## config.mk

```make
export PLATFORM = sky130hd
export DESIGN_NAME = cc20_front
export DESIGN_NICKNAME = d
export VERILOG_FILES = /design/src/sv/cc20_pkg.sv /design/src/sv/cc20_front.sv
export SDC_FILE = /design/constraint.sdc
export NUM_CORES = 1
export LEC_CHECK = 0
export BUFFER_PORTS_ARGS = -buffer_cell sky130_fd_sc_hd__buf_2
export CAP_MARGIN = 20
export CORE_UTILIZATION = 58
export CTS_CLUSTER_SIZE = 40
export DETAILED_ROUTE_END_ITERATION = 16
export PLACE_DENSITY = 0.78
export SLEW_MARGIN = 20
export SYNTH_ARGS = -nofsm -noshare
export SYNTH_HDL_FRONTEND = slang
export SYNTH_SLANG_ARGS = --single-unit
export TNS_END_PERCENT = 20
```

## constraint.sdc

```tcl
create_clock -name clk -period 2.75 [get_ports clk]
set_input_delay 0.4125 -clock clk [delete_from_list [all_inputs] [get_ports clk]]
set_output_delay 0.4125 -clock clk [all_outputs]
set_load 0.01 [all_outputs]
```

## src/sv/cc20_pkg.sv

```systemverilog
package cc20_pkg;

  localparam int DOUBLE_ROUNDS_DEF = 10;
  localparam int QUEUE_DEPTH       = 4;

  localparam logic [31:0] SIGMA0 = 32'h61707865;
  localparam logic [31:0] SIGMA1 = 32'h3320646e;
  localparam logic [31:0] SIGMA2 = 32'h79622d32;
  localparam logic [31:0] SIGMA3 = 32'h6b206574;

  localparam int unsigned ROT_A = 16;
  localparam int unsigned ROT_B = 12;
  localparam int unsigned ROT_C = 8;
  localparam int unsigned ROT_D = 7;

  localparam int ADDR_W = 6;
  localparam int DATA_W = 64;

  typedef enum logic [2:0] {
    REG_KEY_0_7     = 3'd0,
    REG_KEY_8_15    = 3'd1,
    REG_KEY_16_23   = 3'd2,
    REG_KEY_24_31   = 3'd3,
    REG_NONCE_0_7   = 3'd4,
    REG_NONCE_8_11  = 3'd5
  } cc20_reg_t;

  typedef logic [15:0][31:0] cc20_block_t;

  typedef struct packed {
    logic [95:0]  nonce;
    logic [255:0] key;
  } cc20_cfg_t;

  // one queued byte, already tagged by the front end
  typedef struct packed {
    logic [7:0] data;
    logic [5:0] pos;
    logic       build;
    logic       first;
  } cc20_item_t;

  function automatic logic [31:0] rotl32(input logic [31:0] v, input int unsigned n);
    return (v << n) | (v >> (32 - n));
  endfunction

  function automatic cc20_block_t init_block(input cc20_cfg_t cfg, input logic [31:0] ctr);
    cc20_block_t b;
    b[0] = SIGMA0;
    b[1] = SIGMA1;
    b[2] = SIGMA2;
    b[3] = SIGMA3;
    for (int k = 0; k < 8; k++) begin
      b[4 + k] = cfg.key[32 * k +: 32];
    end
    b[12] = ctr;
    b[13] = cfg.nonce[31:0];
    b[14] = cfg.nonce[63:32];
    b[15] = cfg.nonce[95:64];
    return b;
  endfunction

endpackage

```

## src/sv/cc20_front.sv

```systemverilog
module cc20_front (
  input  logic                  clk,
  input  logic                  rst_n,
  input  logic                  in_valid,
  output logic                  in_stall,
  input  logic [7:0]            in_data_byte,
  input  logic                  in_first,
  output logic                  q_valid,
  output cc20_pkg::cc20_item_t  q_item,
  input  logic                  q_pop
);

  localparam int DEPTH = cc20_pkg::QUEUE_DEPTH;
  localparam int PTR_W = $clog2(DEPTH);
  localparam int CNT_W = $clog2(DEPTH + 1);

  cc20_pkg::cc20_item_t queue_r [DEPTH];
  logic [PTR_W-1:0]     wr_ptr_r;
  logic [PTR_W-1:0]     rd_ptr_r;
  logic [CNT_W-1:0]     count_r;
  logic [5:0]           pos_r;
  logic [5:0]           pos_eff;
  logic                 push;
  cc20_pkg::cc20_item_t entry;

  assign in_stall = (count_r == CNT_W'(DEPTH));
  assign push     = in_valid && !in_stall;
  assign q_valid  = (count_r != '0);
  assign q_item   = queue_r[rd_ptr_r];

  // byte position tracked here so the back end knows up front which bytes start a block
  assign pos_eff     = in_first ? 6'd0 : pos_r;
  assign entry.data  = in_data_byte;
  assign entry.pos   = pos_eff;
  assign entry.build = (pos_eff == 6'd0);
  assign entry.first = in_first;

  always_ff @(posedge clk) begin
    if (push) begin
      queue_r[wr_ptr_r] <= entry;
    end
  end

  always_ff @(posedge clk) begin
    if (!rst_n) begin
      wr_ptr_r <= '0;
      rd_ptr_r <= '0;
      count_r  <= '0;
      pos_r    <= '0;
    end else begin
      if (push) begin
        wr_ptr_r <= (wr_ptr_r == PTR_W'(DEPTH - 1)) ? '0 : wr_ptr_r + PTR_W'(1);
        pos_r    <= pos_eff + 6'd1;
      end
      if (q_pop) begin
        rd_ptr_r <= (rd_ptr_r == PTR_W'(DEPTH - 1)) ? '0 : rd_ptr_r + PTR_W'(1);
      end
      case ({push, q_pop})
        2'b10:   count_r <= count_r + CNT_W'(1);
        2'b01:   count_r <= count_r - CNT_W'(1);
        default: ;
      endcase
    end
  end

endmodule

```

# After elaboration in Yosys (flattened, before gate mapping)
# Memory sizes are Yosys's and may differ from the RTL's. A register that Yosys moved wholly into a read port is not among the register bits.
# Cells that the tools add are included.
[totals] in_bits=13 mem_bits_rw=64 register_bits=13 out_inout_bits=18 memories=1
[classes] n_eq_ne=5 n_reduce_logical=5 n_addsub=5 n_mux=8
[mem_list] name="queue_r" depth=4 word_bits=16 rd=1 rd_clocked_by_memory_dff=1 write_ports=1 line="cc20_front.sv:17" source="cc20_pkg::cc20_item_t queue_r [DEPTH];"
[ops] op="$mux 2" count=4
[ops] op="$add 6x1->6 const B" count=1
[ops] op="$eq 2x2->1 const B" count=3
[ops] op="$logic_not 6->1" count=1
[ops] op="$mux 6" count=1
[ops] op="$pmux 3 s2" count=1
[ops] op="$add 2x1->2 const B" count=2
[ops] op="$add 3x1->3 const B" count=1
[ops] op="$eq 3x3->1 const B" count=1
[ops] op="$reduce_bool 3->1" count=1
[ops] op="$sub 3x1->3 const B" count=1
[ops] op="$eq 2x1->1 const B" count=1
[ops] op="$mux 1" count=2
[ops] op="$reduce_bool 2->1" count=1
[ops] op="$logic_and 1x1->1" count=1
[ops] op="$logic_not 1->1" count=1

# Logic depth before layout (Yosys ltp)
[logic_depth] ltp_word=5 ltp_mapped=10 ltp_nobuf=8

# Least setup slack after synthesis
# OpenSTA, ideal clock, no wires.
[synth_path] kind="register -> register" startpoint="register count_r[0]" endpoint="register count_r[2]" arrival_time_ns=2.022 slack_ns=0.658 setup_time_ns=0.071 period_less_slack_ns=2.092 path_stages_with_launch=11 t_required_ns=2.679 n_path_buf=2 cell_sequence="dfxtp_1 > nor3b_1 > nor2b_2 > buf_6 > inv_2 > buf_6 > ha_1 > fa_1 > xnor2_1 > or3_1 > a21oi_1"
[synth_between] elab_chain_cells=5
[synth_lines] item="start: declaration" line="cc20_front.sv:20" source="logic [CNT_W-1:0] count_r;"
[synth_lines] item="start signal: assignment" line="cc20_front.sv:59" source="2'b10: count_r <= count_r + CNT_W'(1);"
[synth_lines] item="start signal: assignment" line="cc20_front.sv:60" source="2'b01: count_r <= count_r - CNT_W'(1);"
[synth_lines] item="$eq 3x3->1 (*)" line="cc20_front.sv:26" source="assign in_stall = (count_r == CNT_W'(DEPTH));"
[synth_lines] item="via in_stall" line="cc20_front.sv:5" source="output logic in_stall,"
[synth_lines] item="$logic_not 1->1 (*)" line="cc20_front.sv:27" source="assign push = in_valid && !in_stall;"
[synth_lines] item="$logic_and 1x1->1 (*)" line="cc20_front.sv:27"
[synth_lines] item="$eq 2x1->1 / $eq 2x2->1 (equally long branches)" line="cc20_front.sv:58" source="case ({push, q_pop})"
[synth_lines] item="$pmux 3 s2 / $reduce_bool 2->1 (equally long branches)"
# Mark *: on every way through the listed nets, which the timed path passes. The rest lies on a longest branch.
# A chain may end at the register's enable or synchronous reset.

# Worst setup path after layout
[layout_path] startpoint="register count_r[0]" endpoint="register count_r[2]"
[layout_between] elab_chain_cells=5
[layout_lines] item="$eq 3x3->1" line="cc20_front.sv:26"
[layout_lines] item="$logic_not 1->1" line="cc20_front.sv:27"
[layout_lines] item="$logic_and 1x1->1" line="cc20_front.sv:27"
[layout_lines] item="$eq 2x1->1 / $eq 2x2->1 (equally long branches)" line="cc20_front.sv:58"
[layout_lines] item="$pmux 3 s2 / $reduce_bool 2->1 (equally long branches)"
# Several ways; a longest one is shown, not always the timed one.

==> run metrics <==
run status=finished clean; Synth Instances=~180; Synth area leader=edfxtp_1; vias in the first global route=1638; initial antenna violation count=0; TNS Setup=0 ns; core area=a little over 5000 sq um; largest net degree at the start of global routing=18; pre-CTS WS=0.423 ns; met3 Track Usage GR=0.0688; row cnt=26; Antenna Cells=0; post-DR vias/cell=about 5.5; # IOs=31; crit start category=register; largest buffer count on any clock path=2; WP data arrival=2.62 ns; total track usage=0.204; HPWL after DPL=about 3200 um; layout cell share with drive strength beyond 1=0.294; Critical Path End Type=register; final-report hold violation count=0; Die Span X=~75 um; M1 GR Usage=0.242; max_cap viols=0; port bufs=30; final setup vio count=0; register area share after synthesis=0.710; Routability Congestion=roughly 0.72; Avg Cell Area, Syn=about 17 sq um; met2 usage=0.339; Final Critical Period=around 2.3 ns; Cell Pwr Density=758 nW/um^2; root buf cell=clkbuf_8; via count=1608; first-pass GRT wire length=about 8000 um; drt pass-1 iters=5; Least-Margin Pin Slew=approximately 0.77 ns; clk slew on worst S/H paths=around 0.07 ns; Yosys cell types=28; mapped cell area=around 3100 sq um; worst-skew pair later-pin latency=about 0.34 ns; maximum VDD drop=roughly 390 uV; Synth area leaders=edfxtp_1 61%, mux4_2 12%, dfxtp_1 9.6%; Hold Buf Count CTS=0; Synthesized Nets=between 200 and 250; CTS resizes=0; CTS H-tree lvls=3; P&R area growth vs syn=14.5%; Layout Skew=just over 0.006 ns; total leakage power=between 1 and 1.5 nW; fin worst setup slack=about 0.40 ns; Nets=around 240; post-route ant nets=0; Worst EP required=slightly above 3 ns; setup bufs post-CTS=0; Final Max Tran Viols=0; Synth Register Bits=79; yosys warns=0; worst-path fanout max=12; fmax=between 400 and 500 MHz; Die H=75.4 um; Initial Util=0.609; Sink Count=79; post-synth top area share=0.614; Num CTS Buffers=9; # fillers=between 300 and 400; CTS tree=done; grt peak-use layer=met2; final cycle utilization of the critical path=0.854; Slew headroom=0.486; WS Path Type=reg -> reg; WL final=about 5000 um; Routed WL per cell=17.2 um; Post-route DRC=0; grt ovf=0; hold crit path type=in -> reg; unrepaired setup endpoints after global routing=false; die footprint=5690 sq um; Iter 0 DRT Violations=134
## power breakdown
group | internal [W] | total [W] | switching [W]
logic | 0.000145 | 0.000309 | 0.000163
clock network | 0.000602 | 0.000990 | 0.000389
registers | 0.00137 | 0.00141 | 0.0000419
total | 0.00212 | 0.00271 | 0.000594
## cell families after synthesis
kind of cell	count (synthesis)	synth area share
muxes	19	0.125
AOI/OAI and AO/OA	18	0.0320
buffers and inverters	16	0.0248
DFF	79	0.710
xor gates and xnor gates	2	0.00560
and+or+nand+nor	36	0.0640
adders and majority gates	9	0.0384
## final timing paths
kind                           startpoint                       end  slack (ns)  cells after the start
hold reg to reg     pos_r[5]$_SDFFE_PN0P_     pos_r[5]$_SDFFE_PN0P_        0.48                      2
hold / removal            in_data_byte[6]  queue_r[1][14]$_DFFE_PP_        0.28                      1
setup / recovery  count_r[0]$_SDFFE_PN0P_   count_r[2]$_SDFFE_PN0P_        0.40                      8
setup reg to reg  count_r[0]$_SDFFE_PN0P_   count_r[2]$_SDFFE_PN0P_        0.40                      8
## routing by layer
layer	wire length, um	up-vias
met3	229	4
met5	0	-
met2	2630	46
met1	2080	791
met4	53	0
li1	-	767
## synth_stat cells
cell type   n
edfxtp_1   64
mux4_2     16
dfxtp_1    15
ha_1        8
nand2_1     7
o21ai_0     7
a21oi_1     6
and2_1      6
inv_1       6
nor2b_1     6
clkbuf_1    5
nor2_1      5
a31oi_1     4
mux2i_1     3
or3_1       3
or4_1       3
buf_2       2
buf_6       2
nand3_1     2
a32o_1      1
fa_1        1
inv_2       1
nand4_1     1
nor2b_2     1
nor3b_1     1
nor4_1      1
xnor2_1     1
xor2_1      1
## layout by cell type (no fill, tap or decap)
master and n:
or3_1 3, a31oi_1 4, nor2b_1 6, nor2b_2 1
clkbuf_8 9, a32o_1 1, nor3b_1 1, fa_1 1
inv_2 1, ha_1 8, clkbuf_1 3, xor2_1 1
mux4_2 16, nand2_1 7, or4_1 3, mux2i_1 3
buf_2 30, o21ai_0 7, and2_1 6, edfxtp_1 64
buf_4 5, inv_1 6, bufinv_16 3, clkinv_1 1
nor2_1 5, nand3_1 2, xnor2_1 1, dfxtp_1 15
a21oi_1 6, nor4_1 1, nand4_1 1
## stage by stage
stage / instances / hold slack, ns / power, W / instance area [sq um] / util
floorplan: 179 / 0.444 / 0.00164 / 3130 / -
global placement: 275 / 0.465 / 0.00173 / 3350 / 0.652
detailed placement: 275 / 0.466 / 0.00176 / 3350 / 0.652
CTS: 291 / 0.264 / 0.00274 / 3580 / 0.697
global route: 291 / 0.259 / 0.00283 / 3580 / 0.697
finish: 291 / 0.284 / 0.00271 / 3580 / 0.697
## registers in the layout (all words and copies together), names as in the netlist, named ones only
name,count
queue_r,64
rd_ptr_r,2
wr_ptr_r,2
pos_r,6
count_r,3
## cell type report
class	instances	area [sq um]	share of cell area
clock inverters	4	93.8	0.0262
multi-input cells	84	828	0.231
flip-flops and latches	79	2220	0.621
well taps	70	87.6	0.0245
inverters	7	26.3	0.00734
repair buffers	35	188	0.0524
clock buffers	12	135	0.0377
## critical path, stage by stage, from the launching register on
cell and delay [ns]:
dfxtp_1 0.43, nor3b_1 0.11, nor2b_2 0.32, inv_2 0.16, ha_1 0.26, fa_1 0.40, xnor2_1 0.16, or3_1 0.31
a21oi_1 0.14
(Power assumes the default switching activity.)
