### src/sv/cc20_pkg.sv
package cc20_pkg;

  localparam int DOUBLE_ROUNDS_DEF = 10;
  localparam int QUEUE_DEPTH       = 4;

  localparam logic [31:0] SIGMA0 = 32'h61707865;
  localparam logic [31:0] SIGMA1 = 32'h3320646e;
  localparam logic [31:0] SIGMA2 = 32'h79622d32;
  localparam logic [31:0] SIGMA3 = 32'h6b206574;

  localparam int unsigned ROT_A = 16;
  localparam int unsigned ROT_B = 12;
  localparam int unsigned ROT_C = 8;
  localparam int unsigned ROT_D = 7;

  localparam int ADDR_W = 6;
  localparam int DATA_W = 64;

  typedef enum logic [2:0] {
    REG_KEY_0_7     = 3'd0,
    REG_KEY_8_15    = 3'd1,
    REG_KEY_16_23   = 3'd2,
    REG_KEY_24_31   = 3'd3,
    REG_NONCE_0_7   = 3'd4,
    REG_NONCE_8_11  = 3'd5
  } cc20_reg_t;

  typedef logic [15:0][31:0] cc20_block_t;

  typedef struct packed {
    logic [95:0]  nonce;
    logic [255:0] key;
  } cc20_cfg_t;

  // one queued byte, already tagged by the front end
  typedef struct packed {
    logic [7:0] data;
    logic [5:0] pos;
    logic       build;
    logic       first;
  } cc20_item_t;

  function automatic logic [31:0] rotl32(input logic [31:0] v, input int unsigned n);
    return (v << n) | (v >> (32 - n));
  endfunction

  function automatic cc20_block_t init_block(input cc20_cfg_t cfg, input logic [31:0] ctr);
    cc20_block_t b;
    b[0] = SIGMA0;
    b[1] = SIGMA1;
    b[2] = SIGMA2;
    b[3] = SIGMA3;
    for (int k = 0; k < 8; k++) begin
      b[4 + k] = cfg.key[32 * k +: 32];
    end
    b[12] = ctr;
    b[13] = cfg.nonce[31:0];
    b[14] = cfg.nonce[63:32];
    b[15] = cfg.nonce[95:64];
    return b;
  endfunction

endpackage

### src/sv/cc20_regs.sv
module cc20_regs (
  input  logic                          clk,
  input  logic                          rst_n,
  input  logic                          psel,
  input  logic                          penable,
  input  logic                          pwrite,
  input  logic [cc20_pkg::ADDR_W-1:0]   paddr,
  input  logic [cc20_pkg::DATA_W-1:0]   pwdata,
  output logic [cc20_pkg::DATA_W-1:0]   prdata,
  output logic                          pready,
  output cc20_pkg::cc20_cfg_t           cfg
);

  logic [cc20_pkg::DATA_W-1:0] regs_r [6];
  logic [2:0]                  idx;
  logic                        wr_en;

  assign idx    = paddr[5:3];
  assign wr_en  = psel && penable && pwrite;
  assign pready = 1'b1;

  always_ff @(posedge clk) begin
    if (!rst_n) begin
      for (int i = 0; i < 6; i++) begin
        regs_r[i] <= '0;
      end
    end else if (wr_en) begin
      case (idx) inside
        [cc20_pkg::REG_KEY_0_7:cc20_pkg::REG_NONCE_0_7]: regs_r[idx] <= pwdata;
        cc20_pkg::REG_NONCE_8_11: regs_r[idx] <= {32'd0, pwdata[31:0]};
        default: ;
      endcase
    end
  end

  always_comb begin
    if (idx <= cc20_pkg::REG_NONCE_8_11) begin
      prdata = regs_r[idx];
    end else begin
      prdata = '0;
    end
  end

  assign cfg.key   = {regs_r[cc20_pkg::REG_KEY_24_31], regs_r[cc20_pkg::REG_KEY_16_23],
                      regs_r[cc20_pkg::REG_KEY_8_15], regs_r[cc20_pkg::REG_KEY_0_7]};
  assign cfg.nonce = {regs_r[cc20_pkg::REG_NONCE_8_11][31:0],
                      regs_r[cc20_pkg::REG_NONCE_0_7]};

endmodule

### config.mk
export PLATFORM = sky130hd
export DESIGN_NAME = cc20_regs
export DESIGN_NICKNAME = d
export VERILOG_FILES = /design/src/sv/cc20_pkg.sv /design/src/sv/cc20_regs.sv
export SDC_FILE = /design/constraint.sdc
export NUM_CORES = 1
export LEC_CHECK = 0
export ABC_CLOCK_PERIOD_IN_PS = 16300
export BUFFER_PORTS_ARGS = -buffer_cell sky130_fd_sc_hd__buf_2
export CORE_AREA = 2 2 192 194
export DETAILED_ROUTE_END_ITERATION = 6
export DIE_AREA = 0 0 194 196
export GPL_ROUTABILITY_DRIVEN = 1
export PLACE_DENSITY = 0.76
export SYNTH_ARGS = -nofsm -noshare
export SYNTH_HDL_FRONTEND = slang
export SYNTH_SLANG_ARGS = --single-unit
### constraint.sdc
create_clock -name clk -period 16.3 [get_ports clk]
set_input_delay 1.63 -clock clk [delete_from_list [all_inputs] [get_ports clk]]
set_output_delay 1.63 -clock clk [all_outputs]
set_load 0.05 [all_outputs]
**After elaboration in Yosys (flattened, before gate mapping)**

Memory sizes are Yosys's and may differ from the RTL's.
Index checks and enable logic that the tools add are counted.

- Memories: 1
- Flip-flop bits (word level): 0
- Memory bits (writable): 384
- Output and inout port bits: 417
- Input port bits: 75
- Logic and storage cells: 25

- Reduce and logical (&&, ||, !) cells: 4
- Equal/unequal tests: 1
- Muxes and demuxes: 15
- $lt $le $gt $ge: 3
- Bitwise gates (word level): 1

Memory list:

| name | depth | bits a word | read ports | clocked after Yosys merged registers in | write ports | RTL line | RTL |
|---|---|---|---|---|---|---|---|
| regs_r | 6 | 64 | 7 | 0 | 6 | cc20_regs.sv:14 | `logic [cc20_pkg::DATA_W-1:0] regs_r [6];` |

Operators by type and width:

| kind | number |
|---|---|
| 64-bit two-way mux | 3 |
| 64-bit OR reduction | 1 |
| 1-bit two-way mux | 11 |
| 3-bit <= comparator, second input constant | 2 |
| 3-bit equality test, second input constant | 1 |
| 3-bit by 1-bit greater-or-equal comparator with 1-bit output, second input constant | 1 |
| 1-bit logical AND | 3 |
| 3-bit two-way mux | 1 |
| 1-bit bitwise OR | 1 |

**Longest topological paths before layout**

Gate-level depths: netlist of the first run.

- Word-level depth: 9
- Depth in mapped cells: 6
- Depth with buffers taken out: 3

**Worst setup path after synthesis of the first run**

OpenSTA, ideal clock, no wires.

- Path type: input -> register
- Start point: in paddr[4] in the netlist's numbering
- End point: mem regs_r[5][0] in the netlist's numbering, enable pin
- Data required time: 15.726 ns
- Data arrival time: 6.949 ns
- Library setup time: 0.574 ns
- Path slack: 8.776 ns
- Path buffers: 4
- Stages: 6
- Cells stage by stage: buf_4 -> buf_2 -> buf_4 -> buf_4 -> nand3b_1 -> o21ai_0

RTL lines:

| element | RTL line | RTL |
|---|---|---|
| from (decl) | cc20_regs.sv:7 | `input logic [cc20_pkg::ADDR_W-1:0] paddr,` |
| to (decl) | cc20_regs.sv:14 |  |

**Final worst setup path of the first run**

- Start point: in paddr[4] in the netlist's numbering
- End point: out prdata[15] in the netlist's numbering

- Longest elaborated chain between the ends: 2
- Elaborated cells on any way between the ends: 3
- Those cells by class: order compare: 1; mux: 1; memory: 1

Ends and longest elaborated chain:

| element | RTL line | RTL |
|---|---|---|
| memory 6 x 64 bit / 3-bit <= comparator (equally long branches) | n/a |  |
| 64-bit two-way mux (*) | cc20_regs.sv:37 | `if (idx <= cc20_pkg::REG_NONCE_8_11) begin` |
| to (decl) | cc20_regs.sv:9 | `output logic [cc20_pkg::DATA_W-1:0] prdata,` |

Mark *: on every way between the ends. The rest lies on a longest branch, timed or not.

==> results of run 1 <==
## critical path, cell delays in order
cell and delay, ns:
buf_6 0.35, buf_4 0.73, buf_4 0.81, mux2_2 0.41, nand2_1 0.07, o221ai_1 0.20, buf_2 0.32
## per-stage QoR
step           cells   util  hold WS [ns]  worst slack [ns]  cell area, sq um
2_1_floorplan   1228      -          1.83              8.78             17700
3_3_place_gp    2084  0.559          1.96             10.10             20200
3_5_place_dp    2084  0.559          1.97              9.99             20200
4_1_cts         2154  0.594          1.41             10.01             21400
5_1_grt         2157  0.594          1.42              9.93             21400
6_report        2157  0.594          1.42             10.07             21400
## power by group through the flow
stage                     Clock (mW)  Combinational (mW)  Sequential (mW)
after global routing           0.925               0.471             1.18
after CTS                      0.889               0.458             1.17
after global placement             0               0.454             1.19
after detailed placement           0               0.457             1.19
final                          0.880               0.455             1.17
after floorplan                    0               0.175             1.35
## per-layer routing
layer,share of wire,vias up,GRT usage
met4,0.037,0,0.123
li1,-,5276,-
met1,0.38,5875,0.331
met5,0,-,0
met3,0.080,116,0.0583
met2,0.50,606,0.474
## path summary, 6_finish.rpt
kind | startpoint | end | slack, ns | cells after the start
worst min-delay path | pwdata[24] | regs_r[0][24] | 1.42 | 2
worst max-delay path | paddr[4] | prdata[15] | 10.07 | 7
## logic make-up after synthesis
group | count (synthesis) | synth area share
and+or+nand+nor | 466 | 0.159
DFF | 384 | 0.652
muxes | 192 | 0.113
buffers and inverters | 118 | 0.0431
AOI/OAI and AO/OA | 67 | 0.0327
other | 1 | 0.000212
## final cells by class
type | count | area [sq um]
fill | 2828 | 14700
clock buffer | 51 | 1060
timing repair buffer | 505 | 2580
multi-input combinational | 726 | 5470
antenna | 3 | 7.51
clock inverter | 19 | 180
sequential | 384 | 11500
inverter | 1 | 3.75
tap | 468 | 586
## placed cells by master (no fill, tap or decap), types with 10 or more instances in the layout
master,n
o221ai_1,64
mux2i_1,128
buf_4,19
nand2_1,65
edfxtp_1,384
buf_2,485
mux2_2,64
clkbuf_1,10
clkbuf_16,41
and2_1,384
==> results.tsv, run 1 <==
metric	value	unit
status	finished clean	
clock sink total	384	
WS Path Type	in -> out	
sequential fraction of the synthesis area	0.652	
drt total wl	53000	um
largest net degree at the start of global routing	66	
biggest regs	regs_r (384)	
Leak Pwr	8.78	nW
average cell area after synthesis	14.4	sq um
FMAX	161	MHz
Synth area leader	edfxtp_1	
switching power	0.761	mW
Die W	194	um
Post-CTS Setup Bufs	0	
HP Class	in -> reg	
IO Port Bufs	487	
Mapped Cells	1228	
Critical Path Start Type	input pin	
GRT Util Overall	0.274	
CTS buffer count	40	
post-route minimum period	6.23	ns
DR pass1 iterations	5	
asr flop ratio synth	0	
post-synth top area share	0.652	
vias per inst	5.50	
initial antenna violation count	3	
Cell Rows	70	
initial core utilization	0.490	
Routed WL per cell	24.6	um
fin. max-slew vios	0	
number of global-route vias before repair	12400	
# resized after CTS	0	
Setup-failing EPs final	0	
internal power	1.75	mW
Top Ports	492	
largest reg by FF count	regs_r	
detailed placement HPWL	30900	um
post-synth net total	1303	
FF+latch count, synth	384	
Post-CTS Hold Buffers	0	
CTS tree	done	
share of cells above drive strength 1	0.381	
Max Cap Viol	0	
area of the die	38000	sq um
nets@finish	1733	
max reg flops	384	
PD cells	117	nW/um^2
Worst-path clk slew	0.06	ns
Top FF cell, synth	edfxtp_1	
yosys warns	0	
Max FO, Critical Path	53	
1st-iter DRT viols	786	
endpoints failing hold	0	
Final period util	0.382	
Die Ht	196	um
normalized max-slew margin	0.212	
# DRC	0	
Vias	11900	
global-route wire length before repair	77900	um
Synth Cell Area	17700	sq um
count of cell types in the netlist	27	
maximum VDD drop	0.0900	mV
clock network power share	0.351	
switching part of the total	0.304	
core area	36100	sq um
GP Congestion	0.818	
sequential fraction of design power	0.467	
measured slew at the worst slew-check pin	1.18	ns
TNS Setup	0	ns
RSZ-0062 raised after global routing	false	
overall power	2.51	mW
Synth top cells by count	and2_1, edfxtp_1, mux2i_1	
EDFF count, synth	384	
Max H-tree Level	2	
GRT Residual Overflow	0	
Root Buffer	clkbuf_16	
Area Overhead vs Synth	21.1	%
CTS Buffer Depth	3	
Gate power share	0.182	
CP endpoint kind	primary output	
CP required	14.67	ns
Detail Route Antenna Nets	0	
crit path DAT	4.60	ns
Synth area leaders	edfxtp_1, and2_1, mux2i_1	
No activity file was read; power rests on OpenSTA's default activity.
==> run 2: changes to the inputs <==
==> config.mk (replaced) <==
export PLATFORM = sky130hd
export DESIGN_NAME = cc20_regs
export DESIGN_NICKNAME = d
export VERILOG_FILES = /design/src/sv/cc20_pkg.sv /design/src/sv/cc20_regs.sv
export SDC_FILE = /design/constraint.sdc
export NUM_CORES = 1
export LEC_CHECK = 0
export ABC_CLOCK_PERIOD_IN_PS = 6000
export BUFFER_PORTS_ARGS = -buffer_cell sky130_fd_sc_hd__buf_2
export CORE_AREA = 2 2 193 195
export DETAILED_ROUTE_END_ITERATION = 6
export DIE_AREA = 0 0 195 197
export GPL_ROUTABILITY_DRIVEN = 1
export PLACE_DENSITY = 0.75
export SYNTH_ARGS = -nofsm -noshare
export SYNTH_HDL_FRONTEND = slang
export SYNTH_SLANG_ARGS = --single-unit
==> constraint.sdc (replaced) <==
create_clock -name clk -period 6 [get_ports clk]
set_input_delay 0.6 -clock clk [delete_from_list [all_inputs] [get_ports clk]]
set_output_delay 0.6 -clock clk [all_outputs]
set_load 0.05 [all_outputs]
==> run 2 against run 1 <==
Effect of this change: sequential power increased to 2.7 times the previous value; non-clock buffer count increased by 1; sequential share of layout area increased by 0.12 points; setup slack got worse by 8.1 ns; die area increased by 1.0%; wire length decreased by 0.35%; cell count decreased by 0.14%; critical path depth unchanged; clock-buffer cell count decreased by 1; first-iteration DRC count increased by 6.5%; critical endpoint is now prdata[48]; largest cell class unchanged; highest routed layer is now met5.
==> results.tsv, run 2 (synthesis gave the netlist of run 1 again) <==
metric	value	unit	change
status	finished clean		unchanged
TNS Setup	0	ns	unchanged
Top Ports	492		unchanged
Leak Pwr	8.76	nW	was 8.78 nW
maximum VDD drop	0.275	mV	was 0.0900 mV
initial core utilization	0.488		was 0.490
most frequent CP cell	buf_4		unchanged
CTS tree	done		unchanged
Multi-input gate area	5470	sq um	about the same
fill cell count	2833		was 2828
CTS buffer count	40		unchanged
dpl cells	2085		was 2084
non-filler cells, final	2154		was 2157
Critical Path, Cell by Cell	buf_6 -> buf_4 -> buf_4 -> mux2_2 -> nand2_1 -> o221ai_1 -> buf_2		unchanged
Critical Path Start Type	input pin		unchanged
detailed placement HPWL	32300	um	was 30900 um
FMAX	246	MHz	
Root Buffer	clkbuf_16		unchanged
post-route minimum period	4.07	ns	
WS Path Type	in -> out		unchanged
share of cells above drive strength 1	0.379		was 0.381
Post-CTS Setup Bufs	0		unchanged
area of the die	38400	sq um	was 38000 sq um
global-route wire length before repair	76500	um	was 77900 um
IO Port Bufs	487		unchanged
nets@finish	1734		was 1733
fin. max-slew vios	0		unchanged
Post-CTS Hold Buffers	0		unchanged
# DRC	0		unchanged
clock sink total	384		unchanged
Routed WL per cell	24.5	um	was 24.6 um
largest reg by FF count	regs_r		unchanged
CP endpoint kind	primary output		unchanged
Final period util	0.678		
Die Ht	197	um	was 196 um
Detail Route Antenna Nets	0		unchanged
drt total wl	52800	um	was 53000 um
Setup-failing EPs final	0		unchanged
GRT Residual Overflow	0		unchanged
CP bufs+invs	4		unchanged
endpoints failing hold	0		unchanged
Crit path max-delay family	buffers and inverters		unchanged
initial antenna violation count	3		unchanged
measured slew at the worst slew-check pin	1.01	ns	was 1.18 ns
PD cells	315	nW/um^2	was 117 nW/um^2
CTS Buffer Depth	3		unchanged
HP Class	in -> reg		unchanged
largest net degree at the start of global routing	66		unchanged
CP required	5.40	ns	was 14.67 ns
biggest regs	regs_r (384)		unchanged
vias per inst	5.57		was 5.50
core area	36300	sq um	was 36100 sq um
FF+latch area	11500	sq um	unchanged
# resized after CTS	0		unchanged
DR pass1 iterations	5		unchanged
Cell Rows	70		unchanged
GP Congestion	0.836		was 0.818
number of global-route vias before repair	12200		was 12400
most frequent cells in the layout	buf_2, and2_1, edfxtp_1		unchanged
GRT Util Overall	0.268		was 0.274
Slowest cell on crit path	buf_4		unchanged
Vias	12000		was 11900
Max stage delay on crit path	0.77	ns	was 0.81 ns
Worst-path clk slew	0.06	ns	about the same
Max FO, Critical Path	50		was 53
max reg flops	384		unchanged
1st-iter DRT viols	837		was 786
Max H-tree Level	2		unchanged
commonest non-fill, non-tap cell in the layout	buf_2		unchanged
Die W	195	um	was 194 um
Area Overhead vs Synth	20.8	%	was 21.1%
normalized max-slew margin	0.329		was 0.212
crit path DAT	3.47	ns	was 4.60 ns
RSZ-0062 raised after global routing	false		unchanged
Max Cap Viol	0		unchanged
run 2: cell count changes in the layout (fill, tap and decap cells not counted), sizes merged:
cell and change:
clkinvlp -1, diode -1, clkbuf -1, buf +1, bufinv -1
run 2: worst paths after layout:
path       start       endpoint  slack, ns  depth (start not counted)
max     paddr[4]     prdata[48]       1.93                          7
min   pwdata[24]  regs_r[0][24]       0.41                          2
run 2: cell type report:
class / instances / share of cell area
Timing Repair Buffer: 506 / 0.121
Clock buffer: 50 / 0.0496
Multi-Input combinational cell: 726 / 0.256
Tap cell: 468 / 0.0274
Antenna cell: 2 / 0.000234
Clock inverter: 17 / 0.00632
Inverter: 1 / 0.000176
Sequential cell: 384 / 0.539
run 2: metal layers:
layer / share of wire / wire length, um / track usage
met3: 0.075 / 3940 / 0.0529
met1: 0.38 / 19800 / 0.320
met5: 0.00021 / 11 / 0
met4: 0.039 / 2070 / 0.114
met2: 0.51 / 26900 / 0.473
run 2: power by group:
group / switching [mW] / internal (mW)
clock: 0.983 / 1.33
sequential: 0.0808 / 3.10
combinational: 0.980 / 0.255
run 2: stage by stage:
stage / instance area, sq um / hold WS [ns] / setup WS, ns / total power [mW] / util
final: 21400 / 0.412 / 1.93 / 6.73 / 0.590
after global routing: 21400 / 0.405 / 1.83 / 6.92 / 0.590
after CTS: 21400 / 0.389 / 1.93 / 6.76 / 0.589
after detailed placement: 20200 / 0.935 / 1.95 / 4.48 / 0.556
after global placement: 20200 / 0.931 / 2.01 / 4.46 / 0.556
after floorplan: 17700 / 0.798 / 1.23 / 4.14 / -
